## config.mk

```make
export PLATFORM = sky130hd
export DESIGN_NAME = strm_ctrl
export DESIGN_NICKNAME = d
export VERILOG_FILES = /design/src/hw/rtl/strm_pkg.sv /design/src/hw/rtl/strm_ctrl.sv
export SDC_FILE = /design/constraint.sdc
export NUM_CORES = 1
export LEC_CHECK = 0
export BUFFER_PORTS_ARGS = -buffer_cell sky130_fd_sc_hd__buf_2
export CAP_MARGIN = 40
export CORE_AREA = 2 2 39 41
export CTS_BUF_LIST = sky130_fd_sc_hd__clkbuf_4
export CTS_CLUSTER_SIZE = 14
export DETAILED_ROUTE_END_ITERATION = 7
export DIE_AREA = 0 0 41 43
export PLACE_DENSITY_LB_ADDON = 0.12
export SLEW_MARGIN = 20
export SYNTH_ARGS = -nofsm -noshare
export SYNTH_HDL_FRONTEND = slang
export SYNTH_SLANG_ARGS = --single-unit
```

## constraint.sdc

```tcl
create_clock -name clk -period 2.7 [get_ports clk]
set_input_delay 0.54 -clock clk [delete_from_list [all_inputs] [get_ports clk]]
set_output_delay 0.54 -clock clk [all_outputs]
set_load 0.01 [all_outputs]
```

## src/hw/rtl/strm_pkg.sv

```systemverilog
// Shared types and constants for the sparse-table range-minimum unit.
// Used by the controller, the datapath, the top level and the port checker.
// Depends on nothing.
`default_nettype none

package strm_pkg;

  // Default sizing of the table.
  localparam int DEPTH_DEF      = 1024;
  localparam int LEVELS_DEF     = 11;
  localparam int VALUE_BITS_DEF = 20;

  // Fixed port widths.
  localparam int CMD_W      = 2;
  localparam int VAL_W      = 20;
  localparam int IDX_PORT_W = 10;
  localparam int STAT_W     = 2;
  localparam int MIN_W      = 20;
  localparam int TOTAL_W    = 48;

  // Range lengths reach 2**IDX_PORT_W, so they need one more bit.
  localparam int LEN_W = IDX_PORT_W + 1;
  localparam int K_W   = $clog2(LEN_W);

  typedef enum logic [CMD_W-1:0] {
    CMD_APPEND = 2'd0,
    CMD_QUERY  = 2'd1,
    CMD_CLEAR  = 2'd2,
    CMD_NOP    = 2'd3
  } cmd_t;

  typedef enum logic [STAT_W-1:0] {
    STAT_OK        = 2'd0,
    STAT_BAD_RANGE = 2'd1,
    STAT_FULL      = 2'd2
  } status_t;

  typedef enum logic [2:0] {
    S_IDLE,
    S_DECODE,
    S_APP0,
    S_APP_LVL,
    S_QRY_A,
    S_QRY_B,
    S_QRY_FIN
  } state_t;

  // Commands from the controller to the datapath.
  typedef struct packed {
    logic    capture;
    logic    app_setup;
    logic    qry_setup;
    logic    wr_l0;
    logic    app_step;
    logic    rd_a;
    logic    rd_b;
    logic    app_done;
    logic    clear;
    logic    qry_fin;
    logic    emit;
    status_t emit_status;
  } ctl_t;

  // Status from the datapath to the controller.
  typedef struct packed {
    cmd_t cmd;
    logic full;
    logic q_bad;
    logic more;
    logic more_next;
  } sts_t;

endpackage

`default_nettype wire

```

## src/hw/rtl/strm_ctrl.sv

```systemverilog
// Controller state machine for the sparse-table range-minimum unit.
// Depends on strm_pkg; drives the datapath through ctl_t and reads sts_t.
`default_nettype none

module strm_ctrl (
  input  logic           clk,
  input  logic           rst,
  input  logic           start,
  output logic           busy,
  input  strm_pkg::sts_t sts,
  output strm_pkg::ctl_t ctl
);

  import strm_pkg::*;

  state_t state;
  state_t state_next;

  always_ff @(posedge clk) begin
    if (rst) begin
      state <= S_IDLE;
    end else begin
      state <= state_next;
    end
  end

  always_comb begin
    state_next = state;
    ctl        = '0;
    busy       = 1'b1;
    case (state)
      S_IDLE: begin
        busy = 1'b0;
        if (start) begin
          ctl.capture = 1'b1;
          state_next  = S_DECODE;
        end
      end
      S_DECODE: begin
        case (sts.cmd)
          CMD_APPEND: begin
            if (sts.full) begin
              ctl.emit        = 1'b1;
              ctl.emit_status = STAT_FULL;
              state_next      = S_IDLE;
            end else begin
              ctl.app_setup = 1'b1;
              state_next    = S_APP0;
            end
          end
          CMD_QUERY: begin
            if (sts.q_bad) begin
              ctl.emit        = 1'b1;
              ctl.emit_status = STAT_BAD_RANGE;
              state_next      = S_IDLE;
            end else begin
              ctl.qry_setup = 1'b1;
              state_next    = S_QRY_A;
            end
          end
          CMD_CLEAR: begin
            ctl.clear       = 1'b1;
            ctl.emit        = 1'b1;
            ctl.emit_status = STAT_OK;
            state_next      = S_IDLE;
          end
          default: begin
            ctl.emit        = 1'b1;
            ctl.emit_status = STAT_OK;
            state_next      = S_IDLE;
          end
        endcase
      end
      S_APP0: begin
        ctl.wr_l0 = 1'b1;
        if (sts.more) begin
          state_next = S_APP_LVL;
        end else begin
          ctl.app_done    = 1'b1;
          ctl.emit        = 1'b1;
          ctl.emit_status = STAT_OK;
          state_next      = S_IDLE;
        end
      end
      S_APP_LVL: begin
        ctl.app_step = 1'b1;
        if (!sts.more_next) begin
          ctl.app_done    = 1'b1;
          ctl.emit        = 1'b1;
          ctl.emit_status = STAT_OK;
          state_next      = S_IDLE;
        end
      end
      S_QRY_A: begin
        ctl.rd_a   = 1'b1;
        state_next = S_QRY_B;
      end
      S_QRY_B: begin
        ctl.rd_b   = 1'b1;
        state_next = S_QRY_FIN;
      end
      S_QRY_FIN: begin
        ctl.qry_fin     = 1'b1;
        ctl.emit        = 1'b1;
        ctl.emit_status = STAT_OK;
        state_next      = S_IDLE;
      end
      default: begin
        state_next = S_IDLE;
      end
    endcase
  end

endmodule

`default_nettype wire

```

==> impl_results.md, run 1 <==
* Reg2Reg Launch Point: state[1]$_SDFFE_PP0P_
* Reg2Reg Depth at 3
* Clock share of power at 0.502
* Area growth syn-to-layout at 58.5%
* Flop pwr share at 0.274
* CTS Hold Buffers Added at 0
* Critical path class: flip-flop to output pin
* Total power divided by cell area at 390 nW/um2
* Crit path arrival time at 1.70 ns
* Root Driver: clkbuf_4
* # DRC at 0
* TritonCTS clock tree: yes
* Largest net degree at the start of global routing at 11
* Die Y at 43 um
* Worst relative slew slack at 0.768
* Startpoint class of the critical path: flip-flop
* First-pass GRT wire length at 1.21 mm
* Fin area at 444 um2
* Share of cells above drive strength 1 at 0.471
* Sw frac at 0.245
* Sink Count at 3
* H-tree depth at 1
* Drt total wl at 806 um
* Combinational power share at 0.223
* GRT Overall Usage at 0.104
* Buffers on Ports at 22
* Max-cap violation count at 0
* Top-Level Pins at 23
* Syn avg cell area at 6.67 um2
* Setup Fix Bufs, Post-CTS at 0
* Max frequency at 446 MHz
* Crit. Startpoint: state[1]$_SDFFE_PP0P_
* Fin. Hold Viols at 0
* Crit path largest cell delay at 0.58 ns
* P_int at 131 uW
* Vias/cell at 4.29
* Worst-Margin Slew at 0.348 ns
* Drt first pass iters at 4
* Setup TNS at 0 ns
* Drt wl/cell at 9.60 um
* Worst path slowest cell: or4b_4
* Place WS at 0.494 ns
* Grt total ovfl at 0
* Worst reg2reg path endpoint: state[2]$_SDFFE_PP0P_
* Worst R2R Setup Slack at 1.19 ns
* Worst-path clk slew at 0.03 ns
* Crit path to: ctl[10]
* Row count at 14
* Status: finished, final reports clean
* Number of global-route vias before repair at 296
* Worst skew pair latency at 0.23 ns
* N_diodes at 0
* Yosys warning total at 0
* Final worst setup slack at 0.456 ns
* RSZ-0062 raised after global routing: no
* Cell area after synthesis at 280 um2
* Critical-path cell list: or4b_4 > nor3b_1 > buf_2
* Post-CTS sizing at 0
* Pleak at 0.000285 uW
* Die width at 41 um
* CP Capture Type: output pin
* Overall Power at 173 uW
* Post-Syn Instances at 42
* Top Registers: state (3)
* Max FFs per register at 3
* Seq cells post-synth at 3
* Final worst-path cycle share at 0.831
* Post-place instance area at 414 um2
* Fillers at 152
* Detail Placement HPWL at 658 um
* CTS max path bufs at 2
* Peak supply drop at 0.000204 V
* Sw Pwr at 42.5 uW
* Setup violations, final at 0
* Cell variety after synth at 24
* Top reg by flops: state
* Die ar. at 1760 um2
* Final Util at 0.321
* Seq/Total Area, Yosys at 0.214
* Initial Util at 0.203
* Final slew viol count at 0
* CP Data Required Time at 2.16 ns
* Final min period at 2.24 ns
* Post-synth net total at 51
* Layout Skew at 0.000886 ns
* Via count at 360
* Core footprint at 1380 um2
* CP max FO at 8
* ANT nets after route at 0
* CTS Buf Count at 3
* Final layout net count at 78
* Initial DRC Count at 7
* GP Congestion at 0.718
* Worst Hold Class: primary input to flip-flop
* Initial antenna violation count at 0
-- cell usage after synthesis (all sizes together) --
cell type,instances,area share
nand2,2,0.027
and2b,1,0.027
or2b,1,0.027
nand2b,1,0.022
and2,1,0.022
a31oi,1,0.022
mux2,1,0.040
or4b,1,0.049
inv,6,0.080
dfxtp,3,0.21
o211ai,1,0.027
nor3,1,0.018
buf,1,0.027
nor2,8,0.11
o21ai,2,0.036
and3,3,0.071
nor2b,1,0.022
o211a,1,0.036
nor3b,1,0.027
a21oi,2,0.036
or3,2,0.049
clkbuf,1,0.013
-- cells by family (layout without fill, tap and decap cells) --
family / count (synthesis) / in the layout / synth area share
flip-flops: 3 / 3 / 0.214
buffers and inverters: 8 / 34 / 0.121
AO/OA/AOI/OAI: 7 / 7 / 0.156
multiplexers: 1 / 1 / 0.0402
AND/OR/NAND/NOR: 23 / 23 / 0.469
-- power groups by stage --
stage | Combinational (uW) | Sequential [uW] | Clock [uW]
floorplan | 22.7 | 47.5 | 0
global placement | 39.2 | 48.5 | 0
detailed placement | 39.1 | 48.2 | 0
CTS | 39.3 | 47.6 | 91.0
global route | 43.6 | 47.7 | 96.4
finish | 38.7 | 47.5 | 87.0
-- worst max-delay path, delay by kind of cell (launching register included) --
kind                   cells  cell delay [ns]
buffers and inverters      1             0.20
AND/OR/NAND/NOR            2             0.92
flip-flops                 1             0.36
-- layer usage --
layer,track usage,share of wire
met5,0,0
met1,0.144,0.49
met4,0.0600,0
met2,0.128,0.41
met3,0.0471,0.11
-- through the flow --
step           cells  hold slack, ns
2_1_floorplan     42           0.563
3_3_place_gp      80           0.642
3_5_place_dp      80           0.634
4_1_cts           84           0.501
5_1_grt           84           0.508
6_report          84           0.507
-- cells in the final DEF (no fill, tap or decap) --
master / synthesis / layout
dfxtp_1: 3 / 3
buf_4: 1 / 2
inv_1: 6 / 6
or3_1: 1 / 1
and2b_1: 1 / 1
a21oi_1: 2 / 2
nand2b_1: 1 / 1
or2b_1: 1 / 1
buf_2: 0 / 22
or3_2: 1 / 1
nor3b_1: 1 / 1
o211a_1: 1 / 1
o21ai_0: 2 / 2
o211ai_1: 1 / 1
and2_1: 1 / 1
and3_1: 2 / 2
nor2_1: 8 / 8
mux2_2: 1 / 1
clkbuf_4: 0 / 4
nor3_1: 1 / 1
nand2_1: 2 / 2
a31oi_1: 1 / 1
nor2b_1: 1 / 1
and3_2: 1 / 1
or4b_4: 1 / 1
-- worst min-delay path by stage --
stage | from | endpoint | slack [ns] | cells after the start
finish | rst | state[1]$_SDFFE_PP0P_ | 0.51 | 2
global route | rst | state[1]$_SDFFE_PP0P_ | 0.51 | 2
CTS | rst | state[1]$_SDFFE_PP0P_ | 0.50 | 2
detailed placement | state[1]$_SDFFE_PP0P_ | state[2]$_SDFFE_PP0P_ | 0.63 | 2
global placement | state[1]$_SDFFE_PP0P_ | state[2]$_SDFFE_PP0P_ | 0.64 | 2
floorplan | state[1]$_SDFFE_PP0P_ | state[2]$_SDFFE_PP0P_ | 0.56 | 2
-- area by class of cell --
class	count	area, um2	share of cell area
timing repair buffer	24	125	0.282
clock buffer	4	30.0	0.0676
inverter	6	22.5	0.0507
multi-input combinational	31	186	0.420
tap	16	20.0	0.0451
sequential	3	60.1	0.135
(Power assumes the default switching activity.)
==> run 2: changes to the inputs <==
==> constraint.sdc (replaced) <==
create_clock -name clk -period 2 [get_ports clk]
set_input_delay 0.4 -clock clk [delete_from_list [all_inputs] [get_ports clk]]
set_output_delay 0.4 -clock clk [all_outputs]
set_load 0.01 [all_outputs]
==> run 2 against run 1 <==
Cell count grew 2.4%. Utilization grew 1.5 points. Non-clock buffer count grew 2. Routed wire length grew 0.50%. Worst hold slack lost 0.15 ns. Critical path type unchanged. Largest power group unchanged. Highest routed layer unchanged.
==> impl_results.md, run 2 (synthesized netlist as in run 1, its figures left out) <==
* Top reg by flops: state
* Final slew viol count at 0
* Worst-path clk slew at 0.04 ns
* Crit path arrival time at 1.57 ns
* Layout Skew at 0.00256 ns
* H-tree depth at 1
* Worst Hold Class: primary input to flip-flop
* Peak supply drop at 0.000204 V
* Via count at 358
* Largest net degree at the start of global routing at 11
* Die width at 41 um
* Worst R2R Setup Slack at 0.59 ns
* Critical-path cell list: or4b_4 > or3_4 > inv_2 > buf_2
* Drt wl/cell at 9.42 um
* Worst reg2reg path endpoint: state[1]$_SDFFE_PP0P_
* Hold EP: state[1]$_SDFFE_PP0P_
* CTS Buf Count at 3
* Die Y at 43 um
* Top Registers: state (3)
* CP max FO at 3
* Top-Level Pins at 23
* Crit path largest cell delay at 0.52 ns
* Worst skew pair latency at 0.23 ns
* Placed cells at 81
* Setup violations, final at 0
* Pleak at 0.000294 uW
* Status: finished, final reports clean
* Number of global-route vias before repair at 319
* Worst Hold Depth at 2
* Initial antenna violation count at 0
* Worst relative slew slack at 0.816
* # DRC at 0
* Vias/cell at 4.16
* Overall Power at 237 uW
* Area growth syn-to-layout at 66.1%
* Total power divided by cell area at 508 nW/um2
* Final worst-path cycle share at 0.986
* GP Congestion at 0.701
* Share of cells above drive strength 1 at 0.529
* Min-delay src: rst
* Buffers on Ports at 22
* Max FFs per register at 3
* Initial Util at 0.203
* ANT nets after route at 0
* Startpoint class of the critical path: flip-flop
* Worst path slowest cell: or4b_4
* Initial DRC Count at 2
* Final layout net count at 80
* Sink Count at 3
* Detail Placement HPWL at 670 um
* Commonest non-fill, non-tap cell in the layout: buf_2
* GRT Overall Usage at 0.102
* RSZ-0062 raised after global routing: yes
* Core footprint at 1380 um2
* Cell Count, Final, Fillers Out at 86
* Reg2Reg Depth at 3
* Fillers at 170
* Root Driver: clkbuf_4
* Max-cap violation count at 0
* N_diodes at 0
* Critical path class: flip-flop to output pin
* Grt total ovfl at 0
* Worst-Margin Slew at 0.275 ns
* CP Data Required Time at 1.60 ns
* Drt first pass iters at 2
* Commonest cells after routing, fill and taps aside: buf_2 (22), nor2_1 (8), inv_1 (5)
* CP Capture Type: output pin
* Max frequency at 507 MHz
* TritonCTS clock tree: yes
* First-pass GRT wire length at 1.21 mm
* CTS max path bufs at 2
* Final min period at 1.97 ns
* Drt total wl at 810 um
* Fin. Hold Viols at 0
* Reg2Reg Launch Point: state[2]$_SDFFE_PP0P_
* Die ar. at 1760 um2
* Row count at 14
==> run 2: cell count changes in the layout (fill, tap and decap cells not counted) <==
cell     change
inv_2        +1
or3_1        -1
dfxtp_1      -1
or3_4        +1
dfxtp_2      +1
buf_4        +2
inv_1        -1
==> run 2: final cells by class <==
| class | instances | area [um2] | area share |
|---|---|---|---|
| clock buffer | 4 | 30.0 | 0.0645 |
| inverter | 6 | 22.5 | 0.0484 |
| multi-input combinational | 31 | 191 | 0.411 |
| sequential | 3 | 61.3 | 0.132 |
| tap | 16 | 20.0 | 0.0430 |
| timing repair buffer | 26 | 140 | 0.301 |
==> run 2: power breakdown <==
group          switching [uW]  internal [uW]  total, uW
logic                    27.2           27.7       54.9
registers                1.24           62.5       63.8
clock network            29.8           88.2        118
total                    58.2            178        237
==> run 2: metal layers <==
metal	vias to the layer above	wire, um	global-route usage	part of all wire
li1	197	-	-	-
met1	143	389	0.131	0.48
met2	18	354	0.144	0.44
met3	0	66	0.0157	0.081
met4	0	0	0.0800	0
met5	-	0	0	0
==> run 2: how the worst max path moves through the flow <==
stage                     startpoint  endpoint  slack [ns]  depth (start not counted)
2_1_floorplan                 sts[5]   ctl[11]        0.29                          3
3_3_place_gp                  sts[5]   ctl[11]        0.08                          5
3_5_place_dp                  sts[5]   ctl[11]        0.08                          5
4_1_cts        state[2]$_SDFFE_PP0P_   ctl[11]        0.01                          4
5_1_grt        state[2]$_SDFFE_PP0P_   ctl[10]       -0.02                          3
6_report       state[2]$_SDFFE_PP0P_   ctl[11]        0.03                          4
==> run 2: repair_timing <==
item	CTS	global route
endpoints found under the hold margin	0	0
endpoints found under the setup margin	2	2
buffers inserted	1	0
pin swaps	1	0
gates resized for setup	1	2
hold buffers	0	0
gates cloned	0	0
==> run 2: worst max-delay path, delay by kind of cell, from the launching register on <==
family / cells / cell delay [ns]
DFF: 1 / 0.31
buffers and inverters: 2 / 0.16
and+or+nand+nor: 2 / 0.87
==> run 2: stage by stage <==
step | setup TNS [ns] | setup WS, ns | utilization | instance area, um2 | hold WS (ns)
3_5_place_dp | 0 | 0.0751 | 0.305 | 422 | 0.595
4_1_cts | 0 | 0.0102 | 0.335 | 464 | 0.345
5_1_grt | -0.0401 | -0.0220 | 0.336 | 465 | 0.367
6_report | 0 | 0.0286 | 0.336 | 465 | 0.354
3_3_place_gp | 0 | 0.0792 | 0.305 | 422 | 0.602
2_1_floorplan | 0 | 0.289 | - | 280 | 0.469
==> run 3: changes to the inputs <==
--- a/config.mk
+++ b/config.mk
@@ -5,14 +5,14 @@
 export SDC_FILE = /design/constraint.sdc
 export NUM_CORES = 1
 export LEC_CHECK = 0
-export BUFFER_PORTS_ARGS = -buffer_cell sky130_fd_sc_hd__buf_2
+export BUFFER_PORTS_ARGS = -buffer_cell sky130_fd_sc_hd__clkbuf_2
 export CAP_MARGIN = 40
 export CORE_AREA = 2 2 39 41
 export CTS_BUF_LIST = sky130_fd_sc_hd__clkbuf_4
 export CTS_CLUSTER_SIZE = 14
 export DETAILED_ROUTE_END_ITERATION = 7
 export DIE_AREA = 0 0 41 43
-export PLACE_DENSITY_LB_ADDON = 0.12
+export PLACE_DENSITY = 0.51
 export SLEW_MARGIN = 20
 export SYNTH_ARGS = -nofsm -noshare
 export SYNTH_HDL_FRONTEND = slang
==> run 3 against run 2 <==
The flow now finishes with violations (setup timing). Clock skew grew 0.0016 ns. Via count increased by 4.7%. First-iteration DRC count rose by 100%. Non-clock buffer count up 2. Design area rose by 5.4%. Highest routed layer unchanged. Die area unchanged. Count of clock-buffer cells in the layout unchanged. Utilization is 1.8 points higher. Routed wire length up 10%. Global-route usage is 0.51 points lower. Power grew 2.9%. Cell count increased by 2.3%.
==> impl_results.md, run 3 (synthesized netlist as in run 1, its figures left out) <==
* Worst Hold Class: primary input to flip-flop
* CP delay by family, top: simple AND/OR/NAND/NOR gates
* Initial Util at 0.203
* H-tree depth at 1
* CP max FO at 3
* Fillers at 160
* Drt first pass iters at 4
* Fin. Hold Viols at 0
* Startpoint class of the critical path: flip-flop
* Grt total ovfl at 0
* Drt total wl at 895 um
* Fin area at 490 um2
* Combinational power share at 0.243
* Initial antenna violation count at 0
* First-pass GRT wire length at 1.15 mm
* Critical path class: flip-flop to output pin
* Final slew viol count at 0
* Sum of buffers and inverters on the critical path at 2
* Status: finished with violations
* CP Capture Type: output pin
* Sw frac at 0.260
* CP Data Required Time at 1.60 ns
* CTS Hold Buffers Added at 0
* Reg2Reg Launch Point: state[2]$_SDFFE_PP0P_
* Setup violations, final at 2
* Top-Level Pins at 23
* N_diodes at 0
* Overall Power at 243 uW
* Worst-Margin Slew at 0.218 ns
* Hold EP: state[0]$_SDFFE_PP0P_
* Min-delay src: rst
* Total power divided by cell area at 496 nW/um2
* Peak supply drop at 0.000241 V
* Layout Skew at 0.00412 ns
* Worst reg2reg path endpoint: state[2]$_SDFFE_PP0P_
* Top reg by flops: state
* ANT nets after route at 0
* RSZ-0062 raised after global routing: yes
* Post-place instance area at 429 um2
* Worst-path clk slew at 0.04 ns
* Die width at 41 um
* Max frequency at 488 MHz
* Sink Count at 3
* Flop pwr share at 0.262
* Reg2Reg Depth at 5
* Vias/cell at 4.26
* Buffers on Ports at 22
* GP Congestion at 0.766
* P_int at 180 uW
* Commonest cells after routing, fill and taps aside: clkbuf_2 (21), nor2_1 (8), buf_4 (6)
* Violated checks: setup timing
* Worst R2R Setup Slack at 0.44 ns
* Clock share of power at 0.496
* Final min period at 2.05 ns
* Worst relative slew slack at 0.854
* Worst path slowest cell: or4b_4
* Hold_ws at 0.353 ns
* Top Registers: state (3)
* Area growth syn-to-layout at 75.0%
* Die Y at 43 um
* Max-cap violation count at 0
* Core footprint at 1380 um2
* Row count at 14
* Worst Hold Depth at 2
* GRT Overall Usage at 0.0972
* Crit path largest cell delay at 0.55 ns
* Worst skew pair latency at 0.23 ns
* Final worst setup slack at -0.0489 ns
* Setup TNS at -0.0594 ns
* CTS max path bufs at 2
* Crit path arrival time at 1.65 ns
* Largest net degree at the start of global routing at 11
* Initial DRC Count at 4
* Detail Placement HPWL at 640 um
* Place WS at 0.0766 ns
* Via count at 375
* Final worst-path cycle share at 1.02
* Number of global-route vias before repair at 329
* Root Driver: clkbuf_4
* Sw Pwr at 63.2 uW
* Max FFs per register at 3
* # DRC at 0
* Pleak at 0.000298 uW
* Share of cells above drive strength 1 at 0.569
* TritonCTS clock tree: yes
* Final layout net count at 82
* CTS Buf Count at 3
* Drt wl/cell at 10.2 um
* Commonest non-fill, non-tap cell in the layout: clkbuf_2
* Critical-path cell list: or4b_4 > buf_4 > nor3b_2 > clkbuf_2
* Die ar. at 1760 um2
## run 3: stage by stage
step            util  cells
6_report       0.354     88
5_1_grt        0.354     88
4_1_cts        0.341     87
3_5_place_dp   0.310     82
3_3_place_gp   0.310     82
2_1_floorplan      -     42
## run 3: final cells by class
class | instances | area, um2 | share of cell area
well taps | 16 | 20.0 | 0.0408
repair buffers | 28 | 155 | 0.316
flip-flops and latches | 3 | 61.3 | 0.125
clock buffers | 4 | 30.0 | 0.0612
inverters | 6 | 22.5 | 0.0459
multi-input cells | 31 | 201 | 0.411
## run 3: how the worst max path moves through the flow
stage          slack (ns)      end  cells after the start             startpoint
2_1_floorplan        0.29  ctl[11]                      3                 sts[5]
3_3_place_gp         0.09  ctl[11]                      5                 sts[5]
3_5_place_dp         0.08  ctl[11]                      5                 sts[5]
4_1_cts            -0.007  ctl[11]                      4  state[2]$_SDFFE_PP0P_
5_1_grt             -0.09  ctl[10]                      4  state[2]$_SDFFE_PP0P_
6_report            -0.05  ctl[10]                      4  state[2]$_SDFFE_PP0P_
## run 3: power by group through the flow
stage	Clock [uW]	Combinational, uW	Sequential (uW)
2_1_floorplan	0	30.6	64.2
3_3_place_gp	0	53.6	64.5
3_5_place_dp	0	53.9	64.4
4_1_cts	127	56.3	63.5
5_1_grt	129	66.3	63.7
6_report	121	59.1	63.6
## run 3: metal layers
layer | wire [um] | global-route usage
met1 | 360 | 0.105
met2 | 486 | 0.144
met3 | 48 | 0.0209
met4 | 0 | 0.0933
met5 | 0 | 0
## run 3: what timing repair did
action	CTS	global route
setup buffers	1	1
setup endpoints to repair	2	3
pin swaps	1	1
endpoints found under the hold margin	0	0
resized for setup	1	5
